File: src/shelf_partition_min_height_core_defines.svh
// Assertion macros for the shelf partition core.
// No dependencies; define ASSERT_OFF to drop every check.
`ifndef SHELF_PARTITION_MIN_HEIGHT_CORE_DEFINES_SVH
`define SHELF_PARTITION_MIN_HEIGHT_CORE_DEFINES_SVH

`ifndef ASSERT_OFF
`define SPMH_ASSERT(lbl, clk, rstn, prop, msg) \
    lbl: assert property (@(posedge clk) disable iff (!rstn) prop) else $error(msg);
`define SPMH_ASSERT_NEVER(lbl, clk, rstn, expr, msg) \
    `SPMH_ASSERT(lbl, clk, rstn, !(expr), msg)
`else
`define SPMH_ASSERT(lbl, clk, rstn, prop, msg)
`define SPMH_ASSERT_NEVER(lbl, clk, rstn, expr, msg)
`endif

`endif

File: src/spmh_pkg.sv
// Shared types, constants and helpers for the shelf partition core.
// No dependencies; used by spmh_cell and shelf_partition_min_height_core.
package spmh_pkg;

    localparam int unsigned TW = 10;   // thickness, height and width fields
    localparam int unsigned SW = 11;   // stored group thickness
    localparam int unsigned BW = 32;   // totals

    localparam logic [BW-1:0] SAT32       = '1;
    localparam logic [TW-1:0] WIDTH_RESET = 10'd1023;

    typedef enum logic [1:0] {
        ST_IDLE,
        ST_SCAN,
        ST_DONE
    } t_state;

    typedef struct packed {
        logic          valid;
        logic [SW-1:0] sum;
        logic [TW-1:0] maxh;
        logic [BW-1:0] prior;
    } t_cell;

    typedef struct packed {
        logic          load;
        logic          shift;
        logic          clear;
        logic [TW-1:0] thickness;
        logic [TW-1:0] height;
        logic [TW-1:0] width;
    } t_cell_ctl;

    function automatic logic [BW-1:0] sat_add(input logic [BW-1:0] a, input logic [TW-1:0] b);
        logic [BW:0] s;
        s = {1'b0, a} + (BW+1)'(b);
        return s[BW] ? SAT32 : s[BW-1:0];
    endfunction

endpackage

File: src/spmh_cell.sv
// One cell of the candidate chain: the last-shelf group starting at a fixed
// distance back from the current book. Depends on spmh_pkg.
module spmh_cell #(
    parameter bit HEAD = 1'b0
) (
    input  logic                    i_clk,
    input  logic                    i_rst_n,
    input  spmh_pkg::t_cell_ctl     i_ctl,
    input  spmh_pkg::t_cell         i_prev,
    input  logic [spmh_pkg::BW-1:0] i_prev_cand,
    output spmh_pkg::t_cell         o_cell,
    output logic [spmh_pkg::BW-1:0] o_cand
);
    import spmh_pkg::*;

    logic          r_valid;
    logic [SW-1:0] r_sum;
    logic [TW-1:0] r_maxh;
    logic [BW-1:0] r_prior;
    logic [BW-1:0] r_cand;

    logic          v_in;
    logic [SW:0]   sum_full;
    logic          fits;
    logic [TW-1:0] maxh;
    logic [BW-1:0] n_cand;

    always_comb begin
        v_in     = i_prev.valid & (HEAD | ~i_ctl.clear);
        sum_full = {1'b0, i_prev.sum} + (SW+1)'(i_ctl.thickness);
        fits     = sum_full <= (SW+1)'(i_ctl.width);
        maxh     = (i_ctl.height > i_prev.maxh) ? i_ctl.height : i_prev.maxh;
        n_cand   = (v_in & (HEAD | fits)) ? sat_add(i_prev.prior, maxh) : SAT32;
    end

    always_ff @(posedge i_clk) begin
        if (!i_rst_n) begin
            r_valid <= 1'b0;
        end else if (i_ctl.load) begin
            r_valid <= v_in & fits;
        end
    end

    always_ff @(posedge i_clk) begin
        if (i_ctl.load) begin
            r_sum   <= sum_full[SW-1:0];
            r_maxh  <= maxh;
            r_prior <= i_prev.prior;
            r_cand  <= n_cand;
        end else if (i_ctl.shift) begin
            r_cand  <= i_prev_cand;
        end
    end

    assign o_cell = '{valid: r_valid, sum: r_sum, maxh: r_maxh, prior: r_prior};
    assign o_cand = r_cand;

endmodule

File: config.mk
export PLATFORM = sky130hd
export DESIGN_NAME = spmh_cell
export DESIGN_NICKNAME = d
export VERILOG_FILES = /design/src/shelf_partition_min_height_core_defines.svh /design/src/spmh_pkg.sv /design/src/spmh_cell.sv
export SDC_FILE = /design/constraint.sdc
export NUM_CORES = 1
export LEC_CHECK = 0
export BUFFER_PORTS_ARGS = -buffer_cell sky130_fd_sc_hd__buf_2
export CAP_MARGIN = 0
export CORE_MARGIN = 2
export CORE_UTILIZATION = 53
export CTS_CLUSTER_SIZE = 12
export DETAILED_ROUTE_END_ITERATION = 10
export GPL_TIMING_DRIVEN = 0
export PLACE_DENSITY = 0.87
export SYNTH_ARGS = -nofsm -noshare
export SYNTH_HDL_FRONTEND = slang
export SYNTH_SLANG_ARGS = --single-unit
File: constraint.sdc
create_clock -name i_clk -period 12.2 [get_ports i_clk]
set_input_delay 2.44 -clock i_clk [delete_from_list [all_inputs] [get_ports i_clk]]
set_output_delay 2.44 -clock i_clk [all_outputs]
set_load 0.01 [all_outputs]
# Yosys cells after proc, flatten, opt, wreduce, memory -nomap -nowiden
# Index checks and enable logic that the tools add are counted.
totals:
  wordCells: 18
  inputBits: 121
  out_inout_bits: 86
  regBits: 86
classes:
  muxes: 5
  magnitude_cmp: 2
  n_bitwise: 3
  reduce_logical: 1
  addsub: 2
op_table:
  columns: ["op", "count"]
  rows:
  - ["2-to-1 mux 32 bit", 4]
  - ["adder 32 x 10 -> 33 bit", 1]
  - ["adder 11 x 10 -> 12 bit", 1]
  - ["less-or-equal comparator 12 x 10 -> 1 bit", 1]
  - ["> comparator 10 bit", 1]
  - ["2-to-1 mux 10 bit", 1]
  - ["bitwise AND 1 bit", 2]
  - ["nonzero test 2 bit", 1]
  - ["inverter 1 bit", 1]

# Depth between registers and ports, before layout
# Gate-level depths: netlist of run 1.
logic_depth:
  ltp_word: 6
  ltp_mapped: 19

# Least setup slack after synthesis of run 1
# No wires, ideal clock.
synth_path:
  kind: "input to register"
  from: "in i_prev[41] (netlist bit)"
  to: "reg r_cand[30], in the netlist o_cand[30], data pin"
  path_slack_ns: 6.170
  setup_time_ns: 0.259
  t_arrival_ns: 5.771
  required_time_ns: 11.941
  cell_stages: 19
  n_path_buf: 2
  path_cell_list: "inv_1 ha_1 and4_1 and3_1 a22o_1 a211oi_1 a31oi_1 buf_2 mux2_2 ha_1 inv_1 fa_1 nor2b_1 o2111ai_1 a21oi_1 or2_2 a311oi_4 buf_6 a21oi_2"
synth_between:
  elab_chain_cells: 6
synth_lines:
  columns: ["item", "line", "text"]
  rows:
  - ["start: declaration", "spmh_cell.sv:9", "input spmh_pkg::t_cell i_prev,"]
  - ["> comparator 10 bit", "spmh_cell.sv:32", "maxh = (i_ctl.height > i_prev.maxh) ? i_ctl.height : i_prev.maxh;"]
  - ["2-to-1 mux 10 bit", "spmh_cell.sv:32", null]
  - ["net maxh[0]", "spmh_cell.sv:25", "logic [TW-1:0] maxh;"]
  - ["adder 32 x 10 -> 33 bit", "spmh_pkg.sv:36", "s = {1'b0, a} + (BW+1)'(b);"]
  - ["2-to-1 mux 32 bit", "spmh_pkg.sv:37", "return s[BW] ? SAT32 : s[BW-1:0];"]
  - ["2-to-1 mux 32 bit", "spmh_cell.sv:33", "n_cand = (v_in & (HEAD | fits)) ? sat_add(i_prev.prior, maxh) : SAT32;"]
  - ["2-to-1 mux 32 bit", "spmh_cell.sv:45", "if (i_ctl.load) begin"]
  - ["end signal: assignment", "spmh_cell.sv:49", "r_cand <= n_cand;"]
  - ["end signal: assignment", "spmh_cell.sv:51", "r_cand <= i_prev_cand;"]
  - ["end: declaration", "spmh_cell.sv:20", "logic [BW-1:0] r_cand;"]
# The timed path passes the listed nets, and every way through them passes these cells.
# A chain may end at the register's enable or synchronous reset.

# Worst setup path in the final report of run 1
layout_path:
  from: "in i_ctl[15] (netlist bit)"
  to: "reg r_cand[24], in the netlist o_cand[24], data pin"
layout_between:
  elab_chain_cells: 6
layout_lines:
  columns: ["item", "line", "text"]
  rows:
  - ["start: declaration", "spmh_cell.sv:8", "input spmh_pkg::t_cell_ctl i_ctl,"]
  - ["> comparator 10 bit", "spmh_cell.sv:32", null]
  - ["2-to-1 mux 10 bit", "spmh_cell.sv:32", null]
  - ["net maxh[0]", "spmh_cell.sv:25", null]
  - ["adder 32 x 10 -> 33 bit", "spmh_pkg.sv:36", null]
  - ["2-to-1 mux 32 bit", "spmh_pkg.sv:37", null]
  - ["2-to-1 mux 32 bit", "spmh_cell.sv:33", null]
  - ["2-to-1 mux 32 bit", "spmh_cell.sv:45", null]
# The timed path passes the listed nets, and every way through them passes these cells.

==> results of run 1 <==
-- power groups by stage --
| stage | Combinational (uW) | Sequential [uW] | Clock (uW) |
|---|---|---|---|
| 6_report | 211 | 367 | 181 |
| 3_5_place_dp | 211 | 373 | 0 |
| 3_3_place_gp | 204 | 373 | 0 |
| 5_1_grt | 232 | 370 | 197 |
| 2_1_floorplan | 109 | 391 | 0 |
| 4_1_cts | 211 | 367 | 185 |
-- per-stage QoR --
stage / hold WS [ps] / worst slack, ps
after global routing: 675 / 5470
after CTS: 636 / 5820
after global placement: 612 / 5610
after floorplan: 587 / 6170
after detailed placement: 620 / 5470
final: 635 / 5780
-- critical path, delay by kind of cell --
family,cells,cell delay [ps]
fa+ha+maj,3,900
mux,1,280
xor+xnor,1,280
compound gates,7,1410
simple gates,2,400
buf+inv,4,830
-- per-layer routing --
layer,track usage (%),vias to the layer above
li1,-,2050
met1,30.2,1987
met2,43.5,190
met3,4.99,21
met4,6.97,0
met5,0,-
-- cell families (layout without fill, tap and decap cells) --
kind of cell               Yosys count  after routing  share of synthesized area, %
xor gates and xnor gates            37             37                          6.34
and+or+nand+nor                     96             96                          9.01
adders and majority gates           42             42                          10.6
muxes                               11             11                          2.40
buffers and inverters               44            266                          3.77
AOI/OAI and AO/OA                  117            117                          17.6
DFF                                 86             86                          50.3
-- sequential cells by signal, indices dropped and copies added (netlist names) --
name	cells
o_cand	32
r_prior	32
r_sum	11
r_maxh	10
r_valid	1
-- placed cells by master (no fill, tap or decap), types with 2 or more instances in the layout --
master,netlist,final
mux2_2,10,10
and3_1,7,7
or2_2,2,2
a211oi_1,13,13
nor3_1,5,5
a21o_1,11,11
nand4_1,3,3
xnor2_1,23,23
nand3_1,7,7
o21bai_1,4,4
ha_1,40,40
o2111ai_1,2,2
clkinvlp_4,0,2
xor2_1,14,14
and2_1,2,2
edfxtp_1,85,85
nand2_1,18,18
o21ai_0,12,12
a21oi_1,19,19
inv_6,0,2
buf_2,1,207
a21oi_2,30,30
fa_1,2,2
a31oi_1,3,3
buf_6,3,3
o21a_1,2,2
inv_1,31,31
nand2b_1,4,4
and4_1,3,3
nor2_1,40,40
o211ai_1,9,9
clkbuf_1,8,9
clkbuf_8,0,9
-- worst paths after layout --
kind | cells after the start | start | slack (ps) | endpoint
worst max register to register | 3 | r_valid$_SDFFE_PN0P_ | 11470 | r_valid$_SDFFE_PN0P_
worst max-delay path | 18 | i_ctl[15] | 5780 | o_cand[24]$_DFFE_PP_
worst min register to register | 3 | r_valid$_SDFFE_PN0P_ | 630 | r_valid$_SDFFE_PN0P_
worst min-delay path | 3 | r_valid$_SDFFE_PN0P_ | 630 | r_valid$_SDFFE_PN0P_
-- area by class of cell --
cell class / instances / area [sq um] / area share [%]
flip-flops and latches: 86 / 2570 / 39.7
multi-input cells: 303 / 2350 / 36.2
repair buffers: 206 / 1030 / 15.9
well taps: 129 / 161 / 2.49
clock buffers: 10 / 128 / 1.97
inverters: 31 / 116 / 1.80
plain buffers: 13 / 76.3 / 1.18
clock inverters: 6 / 45.0 / 0.695
==> flow_summary_export.csv, run 1 <==
group,metric,value,unit
route,routed_wl,12700,um
global_route,grt_pass1_wl,19900,um
final_layout,nNetsFinal,813,
route,wl_met2,6500,um
setup_path,worstPathArrival,6530,ps
sta,final-hold-violation-count,0,
synthesis,yosysMostFrequentCell,"edfxtp_1",
hold_path,hold_class,"flip-flop to flip-flop",
synthesis,ys_ff_latch,86,
final_layout,diodes,0,
sta,setup_tns,0,ps
setup_path,cp.required,12310,ps
synthesis,synth_fp_nets,596,
global_route,antenna_found_initial,0,
route,wl_met3,864,um
pwr,ir_drop,0.0000678,V
outcome,status,"finished, final reports clean",
setup_path,max_stage_delay,420,ps
pwr,power.net_switching,235,uW
clock_network,cts_root_buf,"clkbuf_8",
route,drc,0,
route,wl_per_cell,16.2,um
synthesis,yosys.cell_types.count,50,
setup_path,slowest_stage,"clkbuf_1",
route,vias,4248,
synthesis,syn_area,5110,sq um
placed_design,dp_cells,768,
route,drtIter0Drc,190,
setup_path,path_max_fanout,10,
pwr,cellPowerDensity,117,nW/um^2
die,io_pins,207,
final_layout,fillerInstances,718,
synthesis,ys_top_cells_by_area,"edfxtp_1 (50%), ha_1 (9.8%), a21oi_2 (5.1%)",
route,m1WireLength,5080,um
pwr,p_int,524,uW
pwr,power_leakage,0.00281,uW
pwr,finalPower,759,uW
sta,slew_headroom,16.4,%
synthesis,synth_cells,433,
pwr,netSwitchingFraction,31.0,%
placed_design,gp_congestion,0.877,
route,maxUsedRoutingLayer,"met4",
sta,fmax,0.156,GHz
final_layout,fin_cells,784,
pwr,comb_power_share,27.8,%
final_layout,synthToLayoutAreaGrowth,26.7,%
synthesis,synthFlopType,"edfxtp_1",
synthesis,async_flop_share,0,%
sta,fin_skew,0,ps
synthesis,netlist_top_cells_count,"edfxtp_1 (85), ha_1 (40), nor2_1 (40)",
pwr,clkPwrFrac,23.9,%
run,drv_cap,0,
clock_network,cts_buffer_depth,2,
placed_design,io_buffers,206,
die,coreArea,9280,sq um
setup_path,cp_cell_sequence,"buf_2 > ha_1 > and3_1 > a221o_1 > a211oi_1 > a31oi_1 > buf_2 > mux2_2 > ha_1 > inv_1 > fa_1 > nor2b_1 > o2111ai_1 > a21oi_1 > clkbuf_1 > o21ai_0 > xnor2_1 > a21oi_2",
die,start_util,55.1,%
synthesis,yosys.area.top_type_share,49.9,%
sta,min_period,6420,ps
clock_network,cts-buffers-inserted,9,
die,die_w,102,um
sta,worst_pin_slew,1250,ps
sta,setup_viol,0,
pwr,seqPwrFrac,48.3,%
sta,rsz0062_at_grt,"false",
synthesis,ys_seq_area_share,50.3,%
final_layout,drive_gt1_share,42.0,%
die,placementRows,35,
global_route,grt_start_max_net_pins,55,
global_route,grt-ovfl-total,0,
clock_network,hold_buffers,0,
setup_path,start_kind,"input pin",
route,final_antenna_net_count,0,
synthesis,synth_edf_count,85,
route,drt_first_pass_iters,5,
final_layout,final_util,69.8,%
clock_network,cts_tree,"done",
die,fp.dieH,102,um
placed_design,place_area,6300,sq um
synthesis,synth_warnings,0,
global_route,grt_usage,24.5,%
synthesis,synth_area_leader_cell,"edfxtp_1",
final_layout,design_area,6480,sq um
sta,drv_slew,0,
clock_network,post-cts-setup-buffers,0,
clock_network,clkLatencyLatePin,350,ps
clock_network,cts_resized,0,
clock_network,clk_pin_slew,90,ps
route,viasPerCell,5.42,
global_route,grt_pass1_vias,4203,
sta,timing.final.crit_share,52.6,%
die,die-area,10400,sq um
setup_path,critPathKind,"input pin to flip-flop",
clock_network,cts_max_level,3,
clock_network,cts_sinks,86,
setup_path,end_kind,"flip-flop",
synthesis,synth.avg_cell_area,11.8,sq um
placed_design,post-dp-hpwl,10100,um
(Power assumes the default switching activity.)
==> inputs of run 2 (changes only) <==
--- a/config.mk
+++ b/config.mk
@@ -5,14 +5,15 @@
 export SDC_FILE = /design/constraint.sdc
 export NUM_CORES = 1
 export LEC_CHECK = 0
+export ABC_AREA = 1
 export BUFFER_PORTS_ARGS = -buffer_cell sky130_fd_sc_hd__buf_2
 export CAP_MARGIN = 0
 export CORE_MARGIN = 2
-export CORE_UTILIZATION = 53
+export CORE_UTILIZATION = 50
 export CTS_CLUSTER_SIZE = 12
 export DETAILED_ROUTE_END_ITERATION = 10
 export GPL_TIMING_DRIVEN = 0
-export PLACE_DENSITY = 0.87
+export PLACE_DENSITY = 0.81
 export SYNTH_ARGS = -nofsm -noshare
 export SYNTH_HDL_FRONTEND = slang
 export SYNTH_SLANG_ARGS = --single-unit
==> constraint.sdc (replaced) <==
create_clock -name i_clk -period 6 [get_ports i_clk]
set_input_delay 1.2 -clock i_clk [delete_from_list [all_inputs] [get_ports i_clk]]
set_output_delay 1.2 -clock i_clk [all_outputs]
set_load 0.01 [all_outputs]
==> flow_summary_export.csv, run 2 <==
group,metric,value,unit
outcome,status,"finished, final reports clean",
sta,setup_tns,0,ps
clock_network,cts-buffers-inserted,9,
sta,timing.final.crit_share,77.3,%
clock_network,post-cts-setup-buffers,0,
hold_path,hold_class,"flip-flop to flip-flop",
final_layout,diodes,0,
sta,hold_ws,602,ps
synthesis,ys_seq_area_share,47.8,%
sta,min_period,4640,ps
final_layout,synthToLayoutAreaGrowth,26.5,%
global_route,grt-ovfl-total,0,
route,drtIter0Drc,288,
placed_design,io_buffers,206,
route,viasPerCell,5.23,
final_layout,final_util,65.6,%
final_layout,nNetsFinal,970,
sta,fin_skew,0,ps
sta,slew_headroom,12.4,%
synthesis,synth.avg_cell_area,9.11,sq um
clock_network,cts_tree,"done",
synthesis,synth_warnings,0,
synthesis,yosys.area.top_type_share,47.5,%
clock_network,clkLatencyLatePin,370,ps
synthesis,synth_area_leader_cell,"edfxtp_1",
die,placementRows,37,
route,drt_first_pass_iters,6,
synthesis,yosys.cell_types.count,39,
route,drc,0,
placed_design,gp_congestion,0.907,
synthesis,synth_edf_count,85,
setup_path,start_kind,"input pin",
die,start_util,51.9,%
synthesis,ys_top_cells_by_area,"edfxtp_1 (47%), ha_1 (9.3%), nand2_1 (8.0%)",
global_route,grt_pass1_wl,22100,um
sta,final-hold-violation-count,0,
die,die_w,108,um
die,die-area,11600,sq um
final_layout,mostFrequentLayoutCell,"buf_2",
setup_path,path_max_fanout,10,
clock_network,cts_buffer_depth,2,
final_layout,design_area,6800,sq um
clock_network,cts_root_buf,"clkbuf_8",
global_route,grt_pass1_vias,4922,
synthesis,syn_area,5380,sq um
clock_network,cts_sinks,86,
sta,setup_viol,0,
clock_network,cts_max_level,3,
route,wl_per_cell,15.0,um
setup_path,end_kind,"flip-flop",
global_route,grt_usage,24.5,%
placed_design,post-dp-hpwl,11500,um
pwr,power_leakage,0.00324,uW
pwr,cellPowerDensity,241,nW/um^2
sta,worst_pin_slew,1310,ps
die,coreArea,10400,sq um
clock_network,cts_resized,0,
setup_path,cp.required,6110,ps
sta,drv_slew,0,
pwr,finalPower,1640,uW
die,fp.dieH,108,um
synthesis,async_flop_share,0,%
synthesis,netlist_top_cells_count,"nand2_1 (114), edfxtp_1 (85), nor2_1 (82)",
route,vias,4954,
final_layout,layout_common_cells,"buf_2 (208), nand2_1 (114), edfxtp_1 (85)",
global_route,grt_start_max_net_pins,55,
synthesis,synthFlopType,"edfxtp_1",
placed_design,place_area,6580,sq um
synthesis,synth_cells,590,
setup_path,worstPathArrival,4750,ps
synthesis,synth_fp_nets,753,
synthesis,ys_ff_latch,86,
clock_network,clk_pin_slew,90,ps
route,final_antenna_net_count,0,
synthesis,yosysMostFrequentCell,"nand2_1",
pwr,ir_drop,0.000107,V
final_layout,drive_gt1_share,32.1,%
setup_path,critPathKind,"input pin to flip-flop",
sta,rsz0062_at_grt,"false",
sta,fmax,0.216,GHz
run,drv_cap,0,
route,routed_wl,14200,um
die,io_pins,207,
global_route,antenna_found_initial,0,
clock_network,hold_buffers,0,
==> run 2: per-layer routing <==
layer	GRT usage, %	part of all wire, %	vias to the layer above
li1	-	-	2429
met1	27.7	38	2254
met2	44.9	51	237
met3	4.30	7.9	34
met4	10.9	2.6	0
met5	0	0	-
==> run 2: report_power, final <==
group	leakage (uW)	switching [uW]	internal [uW]
Clock	0.000109	214	236
Sequential	0.000838	13.9	733
Combinational	0.00229	270	171
==> run 2: worst paths after layout <==
check	start	slack [ps]	end	cells past startpoint
min	r_valid$_SDFFE_PN0P_	600	r_valid$_SDFFE_PN0P_	3
max	i_prev[41]	1360	o_cand[28]$_DFFE_PP_	24
max reg2reg	r_valid$_SDFFE_PN0P_	5310	r_valid$_SDFFE_PN0P_	3
min reg2reg	r_valid$_SDFFE_PN0P_	600	r_valid$_SDFFE_PN0P_	3
==> run 2: metrics by stage <==
| stage | std cells | setup slack (ps) |
|---|---|---|
| final | 948 | 1360 |
| after global routing | 948 | 925 |
| after CTS | 948 | 1360 |
| after detailed placement | 932 | 983 |
| after global placement | 932 | 1090 |
| after floorplan | 590 | 1710 |
==> run 2: worst max-delay path: stages <==
cell and delay, ps:
buf_2 70, inv_1 50, ha_1 320, nand4_1 150
nor3_1 220, o21ai_0 140, o211ai_1 110, nand2_1 90
clkbuf_1 220, o21ai_0 280, ha_1 220, inv_1 60
fa_1 400, inv_1 90, nand3_1 80, nand2_2 110
a21oi_2 90, o21ai_1 260, and2_1 230, nand2_1 70
nand2_1 70, nand2_1 50, nor2_1 120, nor2_1 60
==> run 2: final cells by class <==
type                       instances  area (sq um)
fill                             881          3570
timing repair buffer             206          1030
sequential                        86          2570
buffer                            10          55.1
clock inverter                     7          98.8
inverter                          72           270
tap                              136           170
multi-input combinational        422          2480
clock buffer                       9           124
==> run 2: cells by family after synthesis <==
kind of cell	synth area share (%)
buf+inv	6.05
flops	47.8
simple gates	23.7
fa+ha+maj	10.1
xor+xnor	5.21
compound gates	7.19
